## src/hdl/pva_pkg.sv

```systemverilog
`default_nettype none
// ----------------------------------------------------------------------------
// pva_pkg
// Shared types and constants of the polyphonic voice allocator.
// ----------------------------------------------------------------------------
package pva_pkg;

  localparam int NOTE_W      = 7;
  localparam int NOTE_CNT    = 128;
  localparam int STAMP_W     = 8;
  localparam int COUNT_W     = 8;
  localparam int VOICE_OUT_W = 3;
  localparam int APB_DATA_W  = 32;
  localparam int APB_ADDR_W  = 3;

  // event kinds
  localparam logic KIND_ON  = 1'b0;
  localparam logic KIND_OFF = 1'b1;

  // result commands
  localparam logic CMD_TRIGGER = 1'b0;
  localparam logic CMD_RELEASE = 1'b1;

  // register index bit (paddr[2]) of mono_mode
  localparam logic REG_MONO_MODE = 1'b0;

  typedef enum logic [3:0] {
    ST_CLEAR,
    ST_IDLE,
    ST_MAP,
    ST_DISPATCH,
    ST_FREE,
    ST_OLDEST,
    ST_ASSIGN,
    ST_MATCH,
    ST_FREEV,
    ST_HAND
  } pva_state_e;

  typedef enum logic [2:0] {
    EMIT_TRIG,
    EMIT_REL,
    EMIT_HAND,
    EMIT_MONO_TRIG,
    EMIT_MONO_REL
  } pva_emit_e;

  typedef struct packed {
    logic      load;          // latch event, read its held bit
    logic      map_update;    // write held bit, adjust count
    logic      clr_step;      // clear one held-note entry
    logic      free_start;    // advance cursor, reset probe count
    logic      free_step;     // advance cursor, count probe
    logic      idx_clear;     // restart voice index and oldest search
    logic      idx_step;
    logic      oldest_cmp;
    logic      assign_voice;  // cursor voice takes the event note
    logic      free_voice;    // indexed voice becomes free
    logic      clear_voices;
    logic      scan_start;
    logic      scan_step;
    logic      hand_assign;   // indexed voice takes the scanned note
    logic      emit;
    pva_emit_e emit_sel;
  } pva_ctrl_t;

  typedef struct packed {
    logic kind_off;
    logic count_zero;
    logic count_le_n;
    logic count_ge_n;
    logic free_stop;
    logic idx_last;
    logic match_hit;
    logic hand_hit;
    logic scan_last;
  } pva_stat_t;

endpackage
`default_nettype wire

```

## src/hdl/pva_ram.sv

```systemverilog
`default_nettype none
// ----------------------------------------------------------------------------
// pva_ram
// Generic single write port, single read port RAM with registered read.
// ----------------------------------------------------------------------------
module pva_ram #(
  parameter int WIDTH = 1,
  parameter int DEPTH = 128
) (
  input  wire                     clk_i,
  input  wire                     we_i,
  input  wire [$clog2(DEPTH)-1:0] waddr_i,
  input  wire [WIDTH-1:0]         wdata_i,
  input  wire [$clog2(DEPTH)-1:0] raddr_i,
  output logic [WIDTH-1:0]        rdata_o
);

  logic [WIDTH-1:0] mem_q [DEPTH];

  always_ff @(posedge clk_i) begin
    if (we_i) begin
      mem_q[waddr_i] <= wdata_i;
    end
    rdata_o <= mem_q[raddr_i];
  end

endmodule
`default_nettype wire

```

## src/hdl/pva_ctrl.sv

```systemverilog
`default_nettype none
// ----------------------------------------------------------------------------
// pva_ctrl
// Sequencer of the voice allocator: clearing pass, event dispatch and scans.
// ----------------------------------------------------------------------------
module pva_ctrl (
  input  wire                 clk_i,
  input  wire                 rst_ni,
  input  wire                 start_i,
  input  wire                 mono_i,
  input  pva_pkg::pva_stat_t  stat_i,
  output logic                busy_o,
  output pva_pkg::pva_ctrl_t  ctrl_o
);

  import pva_pkg::*;

  pva_state_e state_q, state_d;

  always_ff @(posedge clk_i or negedge rst_ni) begin
    if (!rst_ni) begin
      state_q <= ST_CLEAR;
    end else begin
      state_q <= state_d;
    end
  end

  assign busy_o = (state_q != ST_IDLE);

  // next state
  always_comb begin
    state_d = state_q;
    unique case (state_q)
      ST_CLEAR: begin
        if (stat_i.scan_last) state_d = ST_IDLE;
      end
      ST_IDLE: begin
        if (start_i) state_d = ST_MAP;
      end
      ST_MAP: state_d = ST_DISPATCH;
      ST_DISPATCH: begin
        priority if (mono_i) state_d = ST_IDLE;
        else if (stat_i.kind_off) state_d = ST_MATCH;
        else if (stat_i.count_le_n) state_d = ST_FREE;
        else state_d = ST_OLDEST;
      end
      ST_FREE: begin
        if (stat_i.free_stop) state_d = ST_ASSIGN;
      end
      ST_OLDEST: begin
        if (stat_i.idx_last) state_d = ST_ASSIGN;
      end
      ST_ASSIGN: state_d = ST_IDLE;
      ST_MATCH: begin
        priority if (stat_i.match_hit) state_d = ST_FREEV;
        else if (stat_i.idx_last) state_d = ST_IDLE;
      end
      ST_FREEV: begin
        state_d = stat_i.count_ge_n ? ST_HAND : ST_IDLE;
      end
      ST_HAND: begin
        if (stat_i.hand_hit || stat_i.scan_last) state_d = ST_IDLE;
      end
      default: state_d = ST_IDLE;
    endcase
  end

  // commands
  always_comb begin
    ctrl_o = '0;
    unique case (state_q)
      ST_CLEAR: ctrl_o.clr_step = 1'b1;
      ST_IDLE:  ctrl_o.load = start_i;
      ST_MAP:   ctrl_o.map_update = 1'b1;
      ST_DISPATCH: begin
        priority if (mono_i) begin
          if (!stat_i.kind_off) begin
            ctrl_o.emit     = 1'b1;
            ctrl_o.emit_sel = EMIT_MONO_TRIG;
          end else if (stat_i.count_zero) begin
            ctrl_o.clear_voices = 1'b1;
            ctrl_o.emit         = 1'b1;
            ctrl_o.emit_sel     = EMIT_MONO_REL;
          end
        end else if (!stat_i.kind_off && stat_i.count_le_n) begin
          ctrl_o.free_start = 1'b1;
        end else begin
          ctrl_o.idx_clear = 1'b1;
        end
      end
      ST_FREE: ctrl_o.free_step = !stat_i.free_stop;
      ST_OLDEST: begin
        ctrl_o.oldest_cmp = 1'b1;
        ctrl_o.idx_step   = 1'b1;
      end
      ST_ASSIGN: begin
        ctrl_o.assign_voice = 1'b1;
        ctrl_o.emit         = 1'b1;
        ctrl_o.emit_sel     = EMIT_TRIG;
      end
      ST_MATCH: ctrl_o.idx_step = !stat_i.match_hit;
      ST_FREEV: begin
        ctrl_o.free_voice = 1'b1;
        if (stat_i.count_ge_n) begin
          ctrl_o.scan_start = 1'b1;
        end else begin
          ctrl_o.emit     = 1'b1;
          ctrl_o.emit_sel = EMIT_REL;
        end
      end
      ST_HAND: begin
        priority if (stat_i.hand_hit) begin
          ctrl_o.hand_assign = 1'b1;
          ctrl_o.emit        = 1'b1;
          ctrl_o.emit_sel    = EMIT_HAND;
        end else if (stat_i.scan_last) begin
          ctrl_o.emit     = 1'b1;
          ctrl_o.emit_sel = EMIT_REL;
        end else begin
          ctrl_o.scan_step = 1'b1;
        end
      end
      default: ctrl_o = '0;
    endcase
  end

endmodule
`default_nettype wire

```

## src/hdl/pva_datapath.sv

```systemverilog
`default_nettype none
// ----------------------------------------------------------------------------
// pva_datapath
// Held-note map, held count, voice table, cursor, scan counters and result
// register of the voice allocator.
// ----------------------------------------------------------------------------
module pva_datapath #(
  parameter int NUM_VOICES = 6
) (
  input  wire                                clk_i,
  input  wire                                rst_ni,
  input  pva_pkg::pva_ctrl_t                 ctrl_i,
  output pva_pkg::pva_stat_t                 stat_o,
  input  wire                                kind_i,
  input  wire [pva_pkg::NOTE_W-1:0]          note_i,
  output logic                               result_strobe_o,
  output logic                               command_o,
  output logic [pva_pkg::VOICE_OUT_W-1:0]    voice_out_o,
  output logic [pva_pkg::NOTE_W-1:0]         note_out_o,
  output logic                               jump_sustain_o
);

  import pva_pkg::*;

  localparam int VIDX_W = $clog2(NUM_VOICES);
  localparam int K_W    = $clog2(NUM_VOICES + 1);

  logic               kind_q;
  logic [NOTE_W-1:0]  note_q;
  logic [COUNT_W-1:0] count_q, count_d;
  logic [VIDX_W-1:0]  cursor_q, cursor_d, cursor_nxt;
  logic [K_W-1:0]     k_q;
  logic [VIDX_W-1:0]  idx_q;
  logic [STAMP_W:0]   best_q;
  logic [NOTE_W-1:0]  scan_n_q, scan_n_d;

  logic [NOTE_W-1:0]  vnote_q  [NUM_VOICES];
  logic [STAMP_W-1:0] vstamp_q [NUM_VOICES];

  logic               held;
  logic [0:0]         ram_rdata;
  logic               ram_we;
  logic [NOTE_W-1:0]  ram_waddr, ram_raddr;
  logic [0:0]         ram_wdata;
  logic               take_oldest;
  logic               assigned;

  // held-note map
  pva_ram #(
    .WIDTH(1),
    .DEPTH(NOTE_CNT)
  ) u_held_map (
    .clk_i  (clk_i),
    .we_i   (ram_we),
    .waddr_i(ram_waddr),
    .wdata_i(ram_wdata),
    .raddr_i(ram_raddr),
    .rdata_o(ram_rdata)
  );

  assign held      = ram_rdata[0];
  assign ram_we    = ctrl_i.clr_step | ctrl_i.map_update;
  assign ram_waddr = ctrl_i.clr_step ? scan_n_q : note_q;
  assign ram_wdata = ctrl_i.clr_step ? 1'b0 : (kind_q == KIND_ON);
  assign ram_raddr = ctrl_i.load ? note_i : scan_n_d;

  always_comb begin
    scan_n_d = scan_n_q;
    priority if (ctrl_i.scan_start) scan_n_d = '0;
    else if (ctrl_i.scan_step || ctrl_i.clr_step) scan_n_d = scan_n_q + NOTE_W'(1);
  end

  always_comb begin
    count_d = count_q;
    if (ctrl_i.map_update) begin
      if (kind_q == KIND_ON && !held) begin
        count_d = count_q + COUNT_W'(1);
      end else if (kind_q == KIND_OFF && held) begin
        count_d = count_q - COUNT_W'(1);
      end
    end
  end

  assign cursor_nxt  = (cursor_q == VIDX_W'(NUM_VOICES - 1)) ? '0 : cursor_q + VIDX_W'(1);
  assign take_oldest = (vstamp_q[idx_q] != '0) && ({1'b0, vstamp_q[idx_q]} < best_q);

  always_comb begin
    cursor_d = cursor_q;
    priority if (ctrl_i.free_start || ctrl_i.free_step) cursor_d = cursor_nxt;
    else if (ctrl_i.oldest_cmp && take_oldest) cursor_d = idx_q;
  end

  // is the scanned note already played by some busy voice
  always_comb begin
    assigned = 1'b0;
    for (int v = 0; v < NUM_VOICES; v++) begin
      if (vstamp_q[v] != '0 && vnote_q[v] == scan_n_q) assigned = 1'b1;
    end
  end

  always_ff @(posedge clk_i) begin
    if (ctrl_i.load) begin
      kind_q <= kind_i;
      note_q <= note_i;
    end
  end

  always_ff @(posedge clk_i or negedge rst_ni) begin
    if (!rst_ni) begin
      count_q  <= '0;
      cursor_q <= '0;
      k_q      <= '0;
      idx_q    <= '0;
      best_q   <= '0;
      scan_n_q <= '0;
    end else begin
      count_q  <= count_d;
      cursor_q <= cursor_d;
      scan_n_q <= scan_n_d;
      if (ctrl_i.free_start) begin
        k_q <= '0;
      end else if (ctrl_i.free_step) begin
        k_q <= k_q + K_W'(1);
      end
      if (ctrl_i.idx_clear) begin
        idx_q  <= '0;
        best_q <= {1'b1, {STAMP_W{1'b0}}};
      end else begin
        if (ctrl_i.idx_step) idx_q <= idx_q + VIDX_W'(1);
        if (ctrl_i.oldest_cmp && take_oldest) best_q <= {1'b0, vstamp_q[idx_q]};
      end
    end
  end

  // voice table
  always_ff @(posedge clk_i or negedge rst_ni) begin
    if (!rst_ni) begin
      for (int v = 0; v < NUM_VOICES; v++) begin
        vnote_q[v]  <= '0;
        vstamp_q[v] <= '0;
      end
    end else begin
      for (int v = 0; v < NUM_VOICES; v++) begin
        priority if (ctrl_i.clear_voices) begin
          vnote_q[v]  <= '0;
          vstamp_q[v] <= '0;
        end else if (ctrl_i.assign_voice && cursor_q == VIDX_W'(v)) begin
          vnote_q[v]  <= note_q;
          vstamp_q[v] <= STAMP_W'(count_q);
        end else if (ctrl_i.free_voice && idx_q == VIDX_W'(v)) begin
          vnote_q[v]  <= '0;
          vstamp_q[v] <= '0;
        end else if (ctrl_i.hand_assign && idx_q == VIDX_W'(v)) begin
          vnote_q[v]  <= scan_n_q;
          vstamp_q[v] <= STAMP_W'(1);
        end
      end
    end
  end

  // status
  assign stat_o.kind_off   = (kind_q == KIND_OFF);
  assign stat_o.count_zero = (count_q == '0);
  assign stat_o.count_le_n = (count_q <= COUNT_W'(NUM_VOICES));
  assign stat_o.count_ge_n = (count_q >= COUNT_W'(NUM_VOICES));
  assign stat_o.free_stop  = (k_q == K_W'(NUM_VOICES)) || (vstamp_q[cursor_q] == '0);
  assign stat_o.idx_last   = (idx_q == VIDX_W'(NUM_VOICES - 1));
  assign stat_o.match_hit  = (vstamp_q[idx_q] != '0) && (vnote_q[idx_q] == note_q);
  assign stat_o.hand_hit   = held && !assigned;
  assign stat_o.scan_last  = (scan_n_q == NOTE_W'(NOTE_CNT - 1));

  // result register, a one-cycle strobe per transaction
  always_ff @(posedge clk_i or negedge rst_ni) begin
    if (!rst_ni) begin
      result_strobe_o <= 1'b0;
    end else begin
      result_strobe_o <= ctrl_i.emit;
    end
  end

  always_ff @(posedge clk_i) begin
    if (ctrl_i.emit) begin
      unique case (ctrl_i.emit_sel)
        EMIT_TRIG: begin
          command_o      <= CMD_TRIGGER;
          voice_out_o    <= VOICE_OUT_W'({1'b0, cursor_q} + (VIDX_W + 1)'(1));
          note_out_o     <= note_q;
          jump_sustain_o <= 1'b0;
        end
        EMIT_REL: begin
          command_o      <= CMD_RELEASE;
          voice_out_o    <= VOICE_OUT_W'({1'b0, idx_q} + (VIDX_W + 1)'(1));
          note_out_o     <= '0;
          jump_sustain_o <= 1'b0;
        end
        EMIT_HAND: begin
          command_o      <= CMD_TRIGGER;
          voice_out_o    <= VOICE_OUT_W'({1'b0, idx_q} + (VIDX_W + 1)'(1));
          note_out_o     <= scan_n_q;
          jump_sustain_o <= 1'b1;
        end
        EMIT_MONO_TRIG: begin
          command_o      <= CMD_TRIGGER;
          voice_out_o    <= '0;
          note_out_o     <= note_q;
          jump_sustain_o <= 1'b0;
        end
        EMIT_MONO_REL: begin
          command_o      <= CMD_RELEASE;
          voice_out_o    <= '0;
          note_out_o     <= '0;
          jump_sustain_o <= 1'b0;
        end
        default: begin
          command_o      <= CMD_RELEASE;
          voice_out_o    <= '0;
          note_out_o     <= '0;
          jump_sustain_o <= 1'b0;
        end
      endcase
    end
  end

endmodule
`default_nettype wire

```

## src/hdl/poly_voice_allocator_top.sv

```systemverilog
`default_nettype none
// ----------------------------------------------------------------------------
// poly_voice_allocator_top
// Polyphonic voice allocator: round robin with oldest-voice stealing.
// ----------------------------------------------------------------------------
// Usage:
//   An event (kind_i, note_i) is taken at a rising edge with start high and
//   busy low. Each event yields zero or one result, shown on command_o,
//   voice_out_o, note_out_o and jump_sustain_o for exactly one cycle while
//   result_strobe_o is high. The receiver cannot stall; the result
//   transaction appears in the first cycle busy is low again, so the next
//   event may be started in that same cycle.
//   Work from accept to busy low: a mono event ends at its dispatch, a
//   note-on runs the free-voice probe or oldest-voice search, one voice per
//   cycle, and a note-off may run the hand-over scan that reads the
//   held-note RAM one note per cycle.
//   mono_mode sits at byte address 0 of the APB port; write it only while
//   busy is low.
//   After reset the block clears every entry of the held-note RAM with
//   busy high; APB writes are taken during that time.
// ----------------------------------------------------------------------------
module poly_voice_allocator_top #(
  parameter int NUM_VOICES = 6
) (
  input  wire                                  clk_i,
  input  wire                                  rst_ni,
  input  wire                                  start,
  output logic                                 busy,
  input  wire                                  psel,
  input  wire                                  penable,
  input  wire                                  pwrite,
  input  wire [pva_pkg::APB_ADDR_W-1:0]        paddr,
  input  wire [pva_pkg::APB_DATA_W-1:0]        pwdata,
  output logic [pva_pkg::APB_DATA_W-1:0]       prdata,
  output logic                                 pready,
  input  wire                                  kind_i,
  input  wire [pva_pkg::NOTE_W-1:0]            note_i,
  output logic                                 result_strobe_o,
  output logic                                 command_o,
  output logic [pva_pkg::VOICE_OUT_W-1:0]      voice_out_o,
  output logic [pva_pkg::NOTE_W-1:0]           note_out_o,
  output logic                                 jump_sustain_o
);

  import pva_pkg::*;

  logic      mono_q;
  logic      cfg_wr;
  pva_ctrl_t ctrl;
  pva_stat_t stat;

  assign pready = 1'b1;
  assign cfg_wr = psel & penable & pwrite & pready & (paddr[2] == REG_MONO_MODE);

  always_ff @(posedge clk_i or negedge rst_ni) begin
    if (!rst_ni) begin
      mono_q <= 1'b0;
    end else if (cfg_wr) begin
      mono_q <= pwdata[0];
    end
  end

  assign prdata = (paddr[2] == REG_MONO_MODE) ? {{(APB_DATA_W - 1){1'b0}}, mono_q} : '0;

  pva_ctrl u_ctrl (
    .clk_i  (clk_i),
    .rst_ni (rst_ni),
    .start_i(start),
    .mono_i (mono_q),
    .stat_i (stat),
    .busy_o (busy),
    .ctrl_o (ctrl)
  );

  pva_datapath #(
    .NUM_VOICES(NUM_VOICES)
  ) u_datapath (
    .clk_i          (clk_i),
    .rst_ni         (rst_ni),
    .ctrl_i         (ctrl),
    .stat_o         (stat),
    .kind_i         (kind_i),
    .note_i         (note_i),
    .result_strobe_o(result_strobe_o),
    .command_o      (command_o),
    .voice_out_o    (voice_out_o),
    .note_out_o     (note_out_o),
    .jump_sustain_o (jump_sustain_o)
  );

  a_busy_after_start : assert property (@(posedge clk_i) disable iff (!rst_ni)
    start && !busy |=> busy)
    else $error("busy not raised after an accepted event");

  a_strobe_ends_work : assert property (@(posedge clk_i) disable iff (!rst_ni)
    result_strobe_o |-> $past(busy) && !busy)
    else $error("result strobe outside the end of an event");

  a_release_fields : assert property (@(posedge clk_i) disable iff (!rst_ni)
    result_strobe_o && command_o == CMD_RELEASE |-> note_out_o == '0 && !jump_sustain_o)
    else $error("release result carries a note or jump-sustain");

endmodule
`default_nettype wire

```

## config.mk

```make
export PLATFORM = sky130hd
export DESIGN_NAME = poly_voice_allocator_top
export DESIGN_NICKNAME = d
export VERILOG_FILES = /design/src/hdl/pva_pkg.sv /design/src/hdl/pva_ram.sv /design/src/hdl/pva_ctrl.sv /design/src/hdl/pva_datapath.sv /design/src/hdl/poly_voice_allocator_top.sv
export SDC_FILE = /design/constraint.sdc
export NUM_CORES = 1
export LEC_CHECK = 0
export ABC_AREA = 1
export BUFFER_PORTS_ARGS = -buffer_cell sky130_fd_sc_hd__clkbuf_2
export CAP_MARGIN = 30
export CORE_ASPECT_RATIO = 1.75
export CORE_UTILIZATION = 60
export CTS_CLUSTER_DIAMETER = 60
export DETAILED_ROUTE_END_ITERATION = 8
export GPL_TIMING_DRIVEN = 0
export PLACE_DENSITY = 0.79
export SYNTH_ARGS = -nofsm -noshare
export SYNTH_HDL_FRONTEND = slang
export SYNTH_SLANG_ARGS = --single-unit
```

## constraint.sdc

```tcl
create_clock -name clk_i -period 5.9 [get_ports clk_i]
set_input_delay 0.295 -clock clk_i [delete_from_list [all_inputs] [get_ports clk_i]]
set_output_delay 0.295 -clock clk_i [all_outputs]
set_load 0.01 [all_outputs]
```

==> results of run 1 <==
## per-stage QoR
stage	hold WS [ns]	total power, mW	setup WS, ns
final	-0.01493	9.753	1.646
after global routing	0.01094	10.21	1.269
after CTS	0.0005339	9.525	1.949
after detailed placement	0.2446	7.660	2.014
after global placement	0.4511	7.567	-0.6793
after floorplan	-0.0005911	5.857	1.536
## cell usage after synthesis (2+ instances only)
cell      instances
dfrtp_1         129
edfxtp_1        148
inv_2             6
xnor2_1          10
buf_4            39
nand2_2           6
xor2_1           15
nor2_1          251
nand3b_1         10
o221ai_1          2
buf_1             5
nor2_2            3
a21oi_1          46
a22oi_1          25
inv_1           290
buf_6             6
nor3_1           14
clkinv_1          4
buf_2            18
nor4_1            5
nand2_1         389
o22ai_1          69
ha_1             27
a211oi_1          2
nand4_1          11
or2_2             4
o21ai_0         151
nand3_2           2
a31oi_1           4
nand3_1         181
clkbuf_1         38
conb_1            2
nand2_4           2
## final cells by class
| type | instances | area (um2) | area share (%) |
|---|---|---|---|
| sequential | 278 | 7692 | 44.47 |
| clock inverter | 11 | 140.1 | 0.8102 |
| buffer | 107 | 619.3 | 3.581 |
| tap | 316 | 395.4 | 2.286 |
| timing repair buffer | 44 | 334.1 | 1.931 |
| inverter | 300 | 1126 | 6.510 |
| clock buffer | 37 | 808.3 | 4.673 |
| multi-input combinational | 1276 | 6181 | 35.73 |
## flip-flops by register name, indices dropped and copies added, names as in the netlist, 3 cells and up
signal / flops
u_datapath.vnote_q: 42
u_datapath.scan_n_q: 7
u_datapath.vstamp_q: 48
u_datapath.k_q: 3
u_datapath.idx_q: 3
u_datapath.cursor_q: 3
u_datapath.note_q: 7
u_datapath.voice_out_o: 3
u_datapath.note_out_o: 7
u_datapath.u_held_map.mem_q: 128
u_datapath.count_q: 8
u_ctrl.state_q: 4
u_datapath.best_q: 9
## metal layers
layer / part of all wire (%) / vias to the layer above
met5: 0.022 / -
met4: 11 / 2
met3: 7.2 / 310
met2: 50 / 780
met1: 31 / 6575
li1: - / 6452
## worst min-delay path, stage by stage
cell and delay, ns:
clkbuf_2 0.08, nand4_1 0.09, a21oi_1 0.07
## cell families after synthesis
family / count (synthesis) / share of synthesized area, %
buffers and inverters: 407 / 11.26
other: 2 / 0.04846
AOI/OAI and AO/OA: 310 / 11.40
adders and majority gates: 28 / 2.309
DFF: 278 / 49.63
and+or+nand+nor: 880 / 23.83
xor gates and xnor gates: 26 / 1.518
## repair_timing
| action | in CTS | in global routing |
|---|---|---|
| endpoints found under the setup margin | 0 | 0 |
| hold endpoints to repair | 49 | 0 |
| hold buffers | 10 | 0 |
## path summary, 6_finish.rpt
| check | startpoint | end | slack, ns | cells past startpoint |
|---|---|---|---|---|
| max | u_datapath.idx_q[0]$_DFFE_PN0P_ | u_datapath.best_q[3]$_DFFE_PN0P_ | 1.65 | 15 |
| min | penable | mono_q$_DFFE_PN0P_ | -0.01 | 3 |
| max reg2reg | u_datapath.idx_q[0]$_DFFE_PN0P_ | u_datapath.best_q[3]$_DFFE_PN0P_ | 1.65 | 15 |
| min reg2reg | u_datapath.k_q[2]$_DFFE_PN0N_ | u_datapath.k_q[2]$_DFFE_PN0N_ | 0.48 | 1 |
| max in group asynchronous | rst_ni | u_datapath.scan_n_q[3]$_DFF_PN0_ | 4.89 | 3 |
| min in group asynchronous | rst_ni | u_datapath.vstamp_q[26]$_DFFE_PN0P_ | 0.21 | 2 |
## power by group
group	leakage, nW	total (mW)	switching, mW	internal [mW]
sequential	3.08	2.76	0.288	2.47
clock	0.464	1.87	0.784	1.09
combinational	4.40	5.12	3.70	1.42
total	7.95	9.75	4.78	4.98
==> impl_metrics.toml, run 1 <==
[die]
die_h_um = 214.6
dieArea_um2 = 26500
pin_count = 96
initial_utilization_pct = 61.17
rows = 77
core_um2 = 25340
fp.dieW_um = 123.5

[clock_tree]
postCtsSetupBuffers = 0
cts_htree_levels = 1
clkSinkCount = 278
cts-buffers-inserted = 26
insertion_delay_ns = 0.58
post_cts_resized = 0
cts_tree = "built"
cts_buffer_depth = 3
path_clk_slew_ns = 0.07
clockRootBuffer = "clkbuf_16"

[place]
gp_congestion = 1.007
dpl.cell_count = 2311
io_buffers = 30
dp_hpwl_um = 39040
placed_area_um2 = 16250

[global_route]
grt.overflow.total = 0
grt_pass1_vias = 14030
antenna_found_initial = 1
grt_use_total_pct = 42.20
grt_use_met3_pct = 8.351
grt_start_max_net_pins = 90
grt_pass1_wl_um = 80150
grt_use_met1_pct = 41.73
grt_use_met2_pct = 71.38
busiest_layer = "met2"

[final_layout]
layout.nets = 2110
drive_above_1_share_pct = 8.281
antennaDiodeCount = 0
design_area_um2 = 17300
fin_cells = 2369
final_cell_mix = "389 x nand2_1, 290 x inv_1, 250 x nor2_1"
final_core_util_pct = 68.26
synthToLayoutAreaGrowth_pct = 11.60
final_common_cell = "nand2_1"
n_fill_cell = 2080

[critical_path]
cpLargestDelayFamily = "compound AO/OA/AOI/OAI gates"
criticalPathCategory = "reg -> reg"
worst_ep_arrival_time_ns = 4.75
slowest_stage = "dfrtp_1"
cpMostUsedCell = "nand2_1"
worstPathRequired_ns = 6.40
critPathLaunchType = "register"
end_kind = "register"
path_buf_inv = 3
worstPathMaxFanout = 10
path_cells = "clkinv_1 > clkbuf_1 > o21ai_0 > nand2_1 > nand2_1 > o21ai_0 > ha_1 > a21o_1 > a22oi_1 > o41ai_1 > nor3_1 > nand2_1 > inv_1 > nand2_1 > o21ai_0"
cpPeakStageDelay_ns = 0.71

[yosys]
synthTopCellsByArea = "edfxtp_1 29%, dfrtp_1 21%, nand2_1 9.4%"
yosysTopAreaCell = "edfxtp_1"
yosysUniqueCellTypes = 50
yosysWarnings = 0
synth.top_cell.area_share_pct = 28.68
yosysSeqAreaShare_pct = 49.63
ys_seq_elements = 278
ys_dominant_reg_cell = "edfxtp_1"
synth_edf_count = 148
synthCells = 1931
netlist_area_um2 = 15500
async_reset_ff_share_pct = 46.40
avgSynthCellArea_um2 = 8.026

[timing]
finalSetupViolCount = 0
whs_ns = -0.01493
fmax_ghz = 0.2351
period_share_pct = 72.10
rsz0062_at_grt = "false"
slew_viol_final = 0
hold_viol = 1
fin_crit_ns = 4.254
fin_setup_tns_ns = 0
finClkSkew_ns = 0.01582
worstMarginPinSlew_ns = 1.067
relSlewSlack_pct = 28.60

[drt]
drtIter0Drc = 1213
vias = 14120
drc = 0
wl_um = 53770
ant_nets = 0
wire_per_inst_um = 22.70
drt_pre_antenna_iters = 5
viasPerCell = 5.960

[pwr]
p_per_area_nw_per_um2 = 563.9
peakVddDrop_uv = 408.6
power_leakage_nw = 7.948

[worst_hold_path]
hold_path.class = "in -> reg"

[outcome]
status = "finished, violations left"
violations = "hold timing"

[run]
drv_cap = 0
Power figures use the tool's default switching activity.
==> run 2: changes to the inputs <==
ABC_AREA = 0   (was 1)
clock period = 4.2 ns   (was 5.9 ns; I/O delays follow)
==> impl_metrics.toml, run 2 <==
[outcome]
status = "finished, violations left"
violations = "setup timing"

[yosys]
synthCells = 1500
avgSynthCellArea_um2 = 9.989
synth_most_common_cell = "nor2_1"
yosysWarnings = 0
synth_edf_count = 148
synthTopCellsByArea = "edfxtp_1 30%, dfrtp_1 22%, nor2_1 5.3%"
yosysTopAreaCell = "edfxtp_1"
synth.top_cell.area_share_pct = 29.66
async_reset_ff_share_pct = 46.40
yosysSeqAreaShare_pct = 51.34
ys_seq_elements = 278
synth_commonest_cells = "213 x nor2_1, 188 x nand2_1, 148 x edfxtp_1"
yosysUniqueCellTypes = 72
ys_dominant_reg_cell = "edfxtp_1"
netlist_area_um2 = 14980

[place]
placed_area_um2 = 15760
io_buffers = 30
gp_congestion = 1.073
dp_hpwl_um = 35620
pre_cts_ws_ns = -0.5916

[die]
fp.dieW_um = 121.5
pin_count = 96
rows = 76
initial_utilization_pct = 61.07
die_h_um = 211.0
dieArea_um2 = 25630
core_um2 = 24530

[pwr]
power_leakage_nw = 6.738
p_per_area_nw_per_um2 = 775.0
p_int_mw = 7.244
switchingPower_mw = 5.799
swShare_pct = 44.46
p_seq_share_pct = 31.0
pwr-share-clk_pct = 18.7
power_mw = 13.04
peakVddDrop_uv = 480.3
combPwrFrac_pct = 50.3

[drt]
drtIter0Drc = 1069
drc = 0
wire_per_inst_um = 25.36
viasPerCell = 6.463
vias = 12530
drt_pre_antenna_iters = 5
wl_um = 49150
ant_nets = 0

[final_layout]
final_common_cell = "nor2_1"
regMostFlops = "u_datapath.u_held_map.mem_q"
reg.largest.list = "u_datapath.u_held_map.mem_q: 128 flops, u_datapath.vstamp_q: 48 flops, u_datapath.vnote_q: 42 flops"
drive_above_1_share_pct = 11.81
synthToLayoutAreaGrowth_pct = 12.33
layout.nets = 1683
largest_reg_flops = 128
design_area_um2 = 16830
final_cell_mix = "209 x nor2_1, 188 x nand2_1, 148 x edfxtp_1"
antennaDiodeCount = 0

[clock_tree]
clkSinkCount = 278
path_clk_slew_ns = 0.07
cts_buffer_depth = 3
clockRootBuffer = "clkbuf_16"
cts-buffers-inserted = 26
insertion_delay_ns = 0.56
cts_htree_levels = 1
cts_tree = "built"

[timing]
fin_crit_ns = 4.226
hold_viol = 0
fmax_ghz = 0.2366
finClkSkew_ns = 0.009805
relSlewSlack_pct = 36.27
rsz0062_at_grt = "true"
worstMarginPinSlew_ns = 0.9459
fin_ws_ns = -0.02591
slew_viol_final = 0
period_share_pct = 100.6
finalSetupViolCount = 1

[critical_path]
slowest_stage = "or4_4"
worstPathRequired_ns = 4.63
cpLargestDelayFamily = "simple AND/OR/NAND/NOR gates"
cpMostUsedCell = "nor3_1"
end_kind = "register"
cpPeakStageDelay_ns = 0.56
criticalPathCategory = "reg -> reg"
worst_ep_arrival_time_ns = 4.66
worstPathMaxFanout = 5
critPathLaunchType = "register"
path_buf_inv = 0
path_cells = "or4_1 > nor2_1 > nor3_1 > or4_4 > o2111ai_1 > xor2_1 > o21a_1 > nor2_4 > o221ai_1 > nor3_1 > or2_1 > a211o_1 > o211ai_2"

[global_route]
antenna_found_initial = 0
grt_pass1_vias = 12750
grt_pass1_wl_um = 73780
grt_start_max_net_pins = 112
grt_use_total_pct = 39.47
grt.overflow.total = 0

[worst_hold_path]
hold_path.class = "in -> reg"

[run]
drv_cap = 0
run 2: cell count changes after synthesis, sizes merged, moves of 50 or more:
cell / delta
a22o: +50
inv: -261
nand2: -209
nand3: -105
o21ai: -85
o22ai: -65
run 2: cell families (layout without fill, tap and decap cells):
kind of cell    after synthesis  after routing  synth area share, %
mux                          63             63                5.562
other cells                   2             32              0.05012
flops                       278            278                51.34
xor+xnor                     65             65                3.800
compound gates              294            294                13.48
fa+ha+maj                    28             28                2.388
simple gates                597            597                17.78
buf+inv                     173            269                5.603
run 2: power groups by stage:
stage	Combinational [mW]	Sequential, mW	Clock, mW
2_1_floorplan	4.36	3.87	0
3_3_place_gp	6.12	4.05	0
3_5_place_dp	6.30	4.04	0
4_1_cts	6.38	3.99	2.44
5_1_grt	7.01	4.07	2.54
6_report	6.56	4.04	2.44
run 2: stage by stage:
step / utilization, % / std cells / setup TNS (ns) / hold WS (ns)
after floorplan: - / 1530 / 0 / -0.08559
after CTS: 68.41 / 1937 / 0 / 0.0004682
after global placement: 63.74 / 1872 / -102.39 / 0.4088
after global routing: 68.60 / 1938 / -0.1327 / 0.02781
after detailed placement: 64.25 / 1878 / -16.12 / 0.08500
final: 68.60 / 1938 / -0.02591 / 0.008214
run 2: tightest hold or removal path, cell delays in order:
cell,delay (ns)
clkbuf_2,0.08
nand4b_1,0.09
mux2_2,0.15
run 2: final timing paths:
path                       slack (ns)                                     to                                start  cells after the start
hold reg to reg                  0.51       u_datapath.best_q[1]$_DFFE_PN0P_     u_datapath.best_q[1]$_DFFE_PN0P_                      2
max in group asynchronous        3.31   u_datapath.result_strobe_o$_DFF_PN0_                               rst_ni                      3
setup reg to reg                -0.03  u_datapath.u_held_map.rdata_o$_DFF_P_  u_datapath.vstamp_q[37]$_DFFE_PN0P_                     13
setup / recovery                -0.03  u_datapath.u_held_map.rdata_o$_DFF_P_  u_datapath.vstamp_q[37]$_DFFE_PN0P_                     13
min in group asynchronous        0.07      u_datapath.count_q[4]$_DFFE_PN0P_                               rst_ni                      2
hold / removal                  0.008                     mono_q$_DFFE_PN0P_                                 psel                      3
run 2: metal layers:
metal  share of wire, %  GRT usage [%]  routed length (um)
met3                6.2          5.670                3023
met2                 52          70.36               25650
met5                  0              0                   0
met4                 10          36.78                5085
met1                 31          38.27               15390
run 2: final cells by class:
class	count	area (um2)
Sequential cell	278	7692
Timing Repair Buffer	49	374.1
Buffer	137	719.4
Inverter	35	131.4
Multi-Input combinational cell	1079	6660
Clock inverter	17	171.4
Clock buffer	31	690.7
Tap cell	312	390.4
Fill cell	1917	7704
run 2: what timing repair did:
action	CTS	global route
hold buffers	10	0
buffers inserted	1	1
pin swaps	1	0
gates resized for setup	11	14
endpoints found under the hold margin	138	0
endpoints found under the setup margin	54	28
==> run 3: changes to the inputs <==
--- a/config.mk
+++ b/config.mk
@@ -15,4 +15,5 @@
 export GPL_TIMING_DRIVEN = 0
 export PLACE_DENSITY = 0.79
+export SETUP_SLACK_MARGIN = 0.4
 export SYNTH_ARGS = -nofsm -noshare
 export SYNTH_HDL_FRONTEND = slang
==> constraint.sdc (replaced) <==
create_clock -name clk_i -period 4.2 [get_ports clk_i]
set_input_delay 0.42 -clock clk_i [delete_from_list [all_inputs] [get_ports clk_i]]
set_output_delay 0.42 -clock clk_i [all_outputs]
set_load 0.01 [all_outputs]
==> impl_metrics.toml, run 3 (synthesis results as in run 2) <==
[outcome]
status = "complete, no violations"

[drt]
wl_um = 49860
viasPerCell = 6.533
drc = 0
drtIter0Drc = 1268
vias = 12730
drt_pre_antenna_iters = 6
wire_per_inst_um = 25.58
ant_nets = 0

[critical_path]
cpLargestDelayFamily = "simple AND/OR/NAND/NOR gates"
critPathLaunchType = "register"
path_buf_inv = 4
end_kind = "register"
path_cells = "clkbuf_2 > nor3_4 > and2_4 > a21oi_4 > or2_2 > clkbuf_4 > nor2_1 > a22oi_1 > and2_4 > buf_6 > buf_8 > mux2i_1 > mux2i_1 > mux2i_1 > a221oi_2 > nand3_1 > o211ai_2"
cpMostUsedCell = "mux2i_1"
worstPathRequired_ns = 4.68
criticalPathCategory = "reg -> reg"
cpPeakStageDelay_ns = 0.39
worstPathMaxFanout = 10
worst_ep_arrival_time_ns = 4.26
slowest_stage = "dfrtp_1"

[pwr]
power_leakage_nw = 6.895
peakVddDrop_uv = 513.0
p_per_area_nw_per_um2 = 796.4

[timing]
hold_viol = 0
fin_crit_ns = 3.787
fin_ws_ns = 0.4132
finalSetupViolCount = 0
finClkSkew_ns = 0.01045
relSlewSlack_pct = 30.99
rsz0062_at_grt = "true"
period_share_pct = 90.16
fin_setup_tns_ns = 0
slew_viol_final = 0
whs_ns = 0.06523
fmax_ghz = 0.2641
worstMarginPinSlew_ns = 1.024

[final_layout]
layout.nets = 1694
reg.largest.list = "u_datapath.u_held_map.mem_q: 128 flops, u_datapath.vstamp_q: 48 flops, u_datapath.vnote_q: 42 flops"
n_fill_cell = 1897
final_common_cell = "nor2_1"
antennaDiodeCount = 0
largest_reg_flops = 128
drive_above_1_share_pct = 15.76
final_core_util_pct = 69.98
synthToLayoutAreaGrowth_pct = 14.59
fin_cells = 1949
final_cell_mix = "204 x nor2_1, 186 x nand2_1, 148 x edfxtp_1"
regMostFlops = "u_datapath.u_held_map.mem_q"

[place]
io_buffers = 30
dp_hpwl_um = 35620
gp_congestion = 1.073
pre_cts_ws_ns = -0.5916
dpl.cell_count = 1878

[global_route]
grt_start_max_net_pins = 112
grt_pass1_wl_um = 74370
grt_use_total_pct = 39.83
antenna_found_initial = 0
grt.overflow.total = 0
grt_pass1_vias = 12860

[die]
pin_count = 96
dieArea_um2 = 25630
die_h_um = 211.0
initial_utilization_pct = 61.07
fp.dieW_um = 121.5
rows = 76
core_um2 = 24530

[clock_tree]
clkSinkCount = 278
cts_tree = "built"
cts_buffer_depth = 3
insertion_delay_ns = 0.56
cts-buffers-inserted = 26
cts_htree_levels = 1
path_clk_slew_ns = 0.07
clockRootBuffer = "clkbuf_16"

[run]
drv_cap = 0

[worst_hold_path]
hold_path.class = "in -> reg"
-- run 3: worst paths after layout --
kind	slack [ns]	endpoint	cells after the start	start
min in group asynchronous	0.28	u_datapath.count_q[4]$_DFFE_PN0P_	2	rst_ni
worst min register to register	0.51	u_datapath.best_q[1]$_DFFE_PN0P_	2	u_datapath.best_q[1]$_DFFE_PN0P_
worst max register to register	0.41	u_datapath.u_held_map.rdata_o$_DFF_P_	17	u_datapath.count_q[6]$_DFFE_PN0P_
max in group asynchronous	3.10	u_datapath.vnote_q[41]$_DFFE_PN0P_	3	rst_ni
worst min-delay path	0.07	u_datapath.note_q[1]$_DFFE_PP_	1	note_i[1]
worst max-delay path	0.41	u_datapath.u_held_map.rdata_o$_DFF_P_	17	u_datapath.count_q[6]$_DFFE_PN0P_
-- run 3: per-stage QoR --
step | area, um2 | power, mW
final | 17170 | 13.67
after global routing | 17170 | 14.26
after CTS | 16870 | 13.03
after detailed placement | 15760 | 10.34
after floorplan | 15100 | 8.229
after global placement | 15640 | 10.16
-- run 3: cell type report --
type	instances	area [um2]	share of cell area, %
multi-input combinational	1079	6852	39.91
inverter	35	131.4	0.7652
timing repair buffer	59	439.2	2.558
clock inverter	17	171.4	0.9984
buffer	138	802.0	4.671
sequential	278	7692	44.80
tap	312	390.4	2.274
clock buffer	31	690.7	4.023
-- run 3: routing by layer --
layer	track usage, %	up-vias	share of wire, %	wire length [um]
met3	7.451	288	6.6	3282
met4	36.65	0	9.9	4923
li1	-	5536	-	-
met5	0	-	0	0
met2	70.89	711	52	26150
met1	37.77	6198	31	15510
-- run 3: timing repair --
item | 4_1_cts | 5_1_grt
hold endpoints to repair | 18 | 0
pin swaps | 7 | 11
hold buffers | 1 | 0
setup buffers | 5 | 16
setup endpoints to repair | 80 | 70
resized for setup | 51 | 62
-- run 3: worst register-to-register path, cell delays in order (launching register included) --
cell and delay (ns):
dfrtp_1 0.39, clkbuf_2 0.22, nor3_4 0.29, and2_4 0.24
a21oi_4 0.08, or2_2 0.38, clkbuf_4 0.23, nor2_1 0.20
a22oi_1 0.14, and2_4 0.22, buf_6 0.15, buf_8 0.16
mux2i_1 0.15, mux2i_1 0.15, mux2i_1 0.12, a221oi_2 0.36
nand3_1 0.15, o211ai_2 0.10
-- run 3: power by group --
part	total [mW]	internal (mW)	leakage [nW]	switching, mW
sequential	4.04	3.52	3.05	0.513
combinational	7.19	2.77	3.44	4.43
clock	2.44	1.36	0.414	1.08
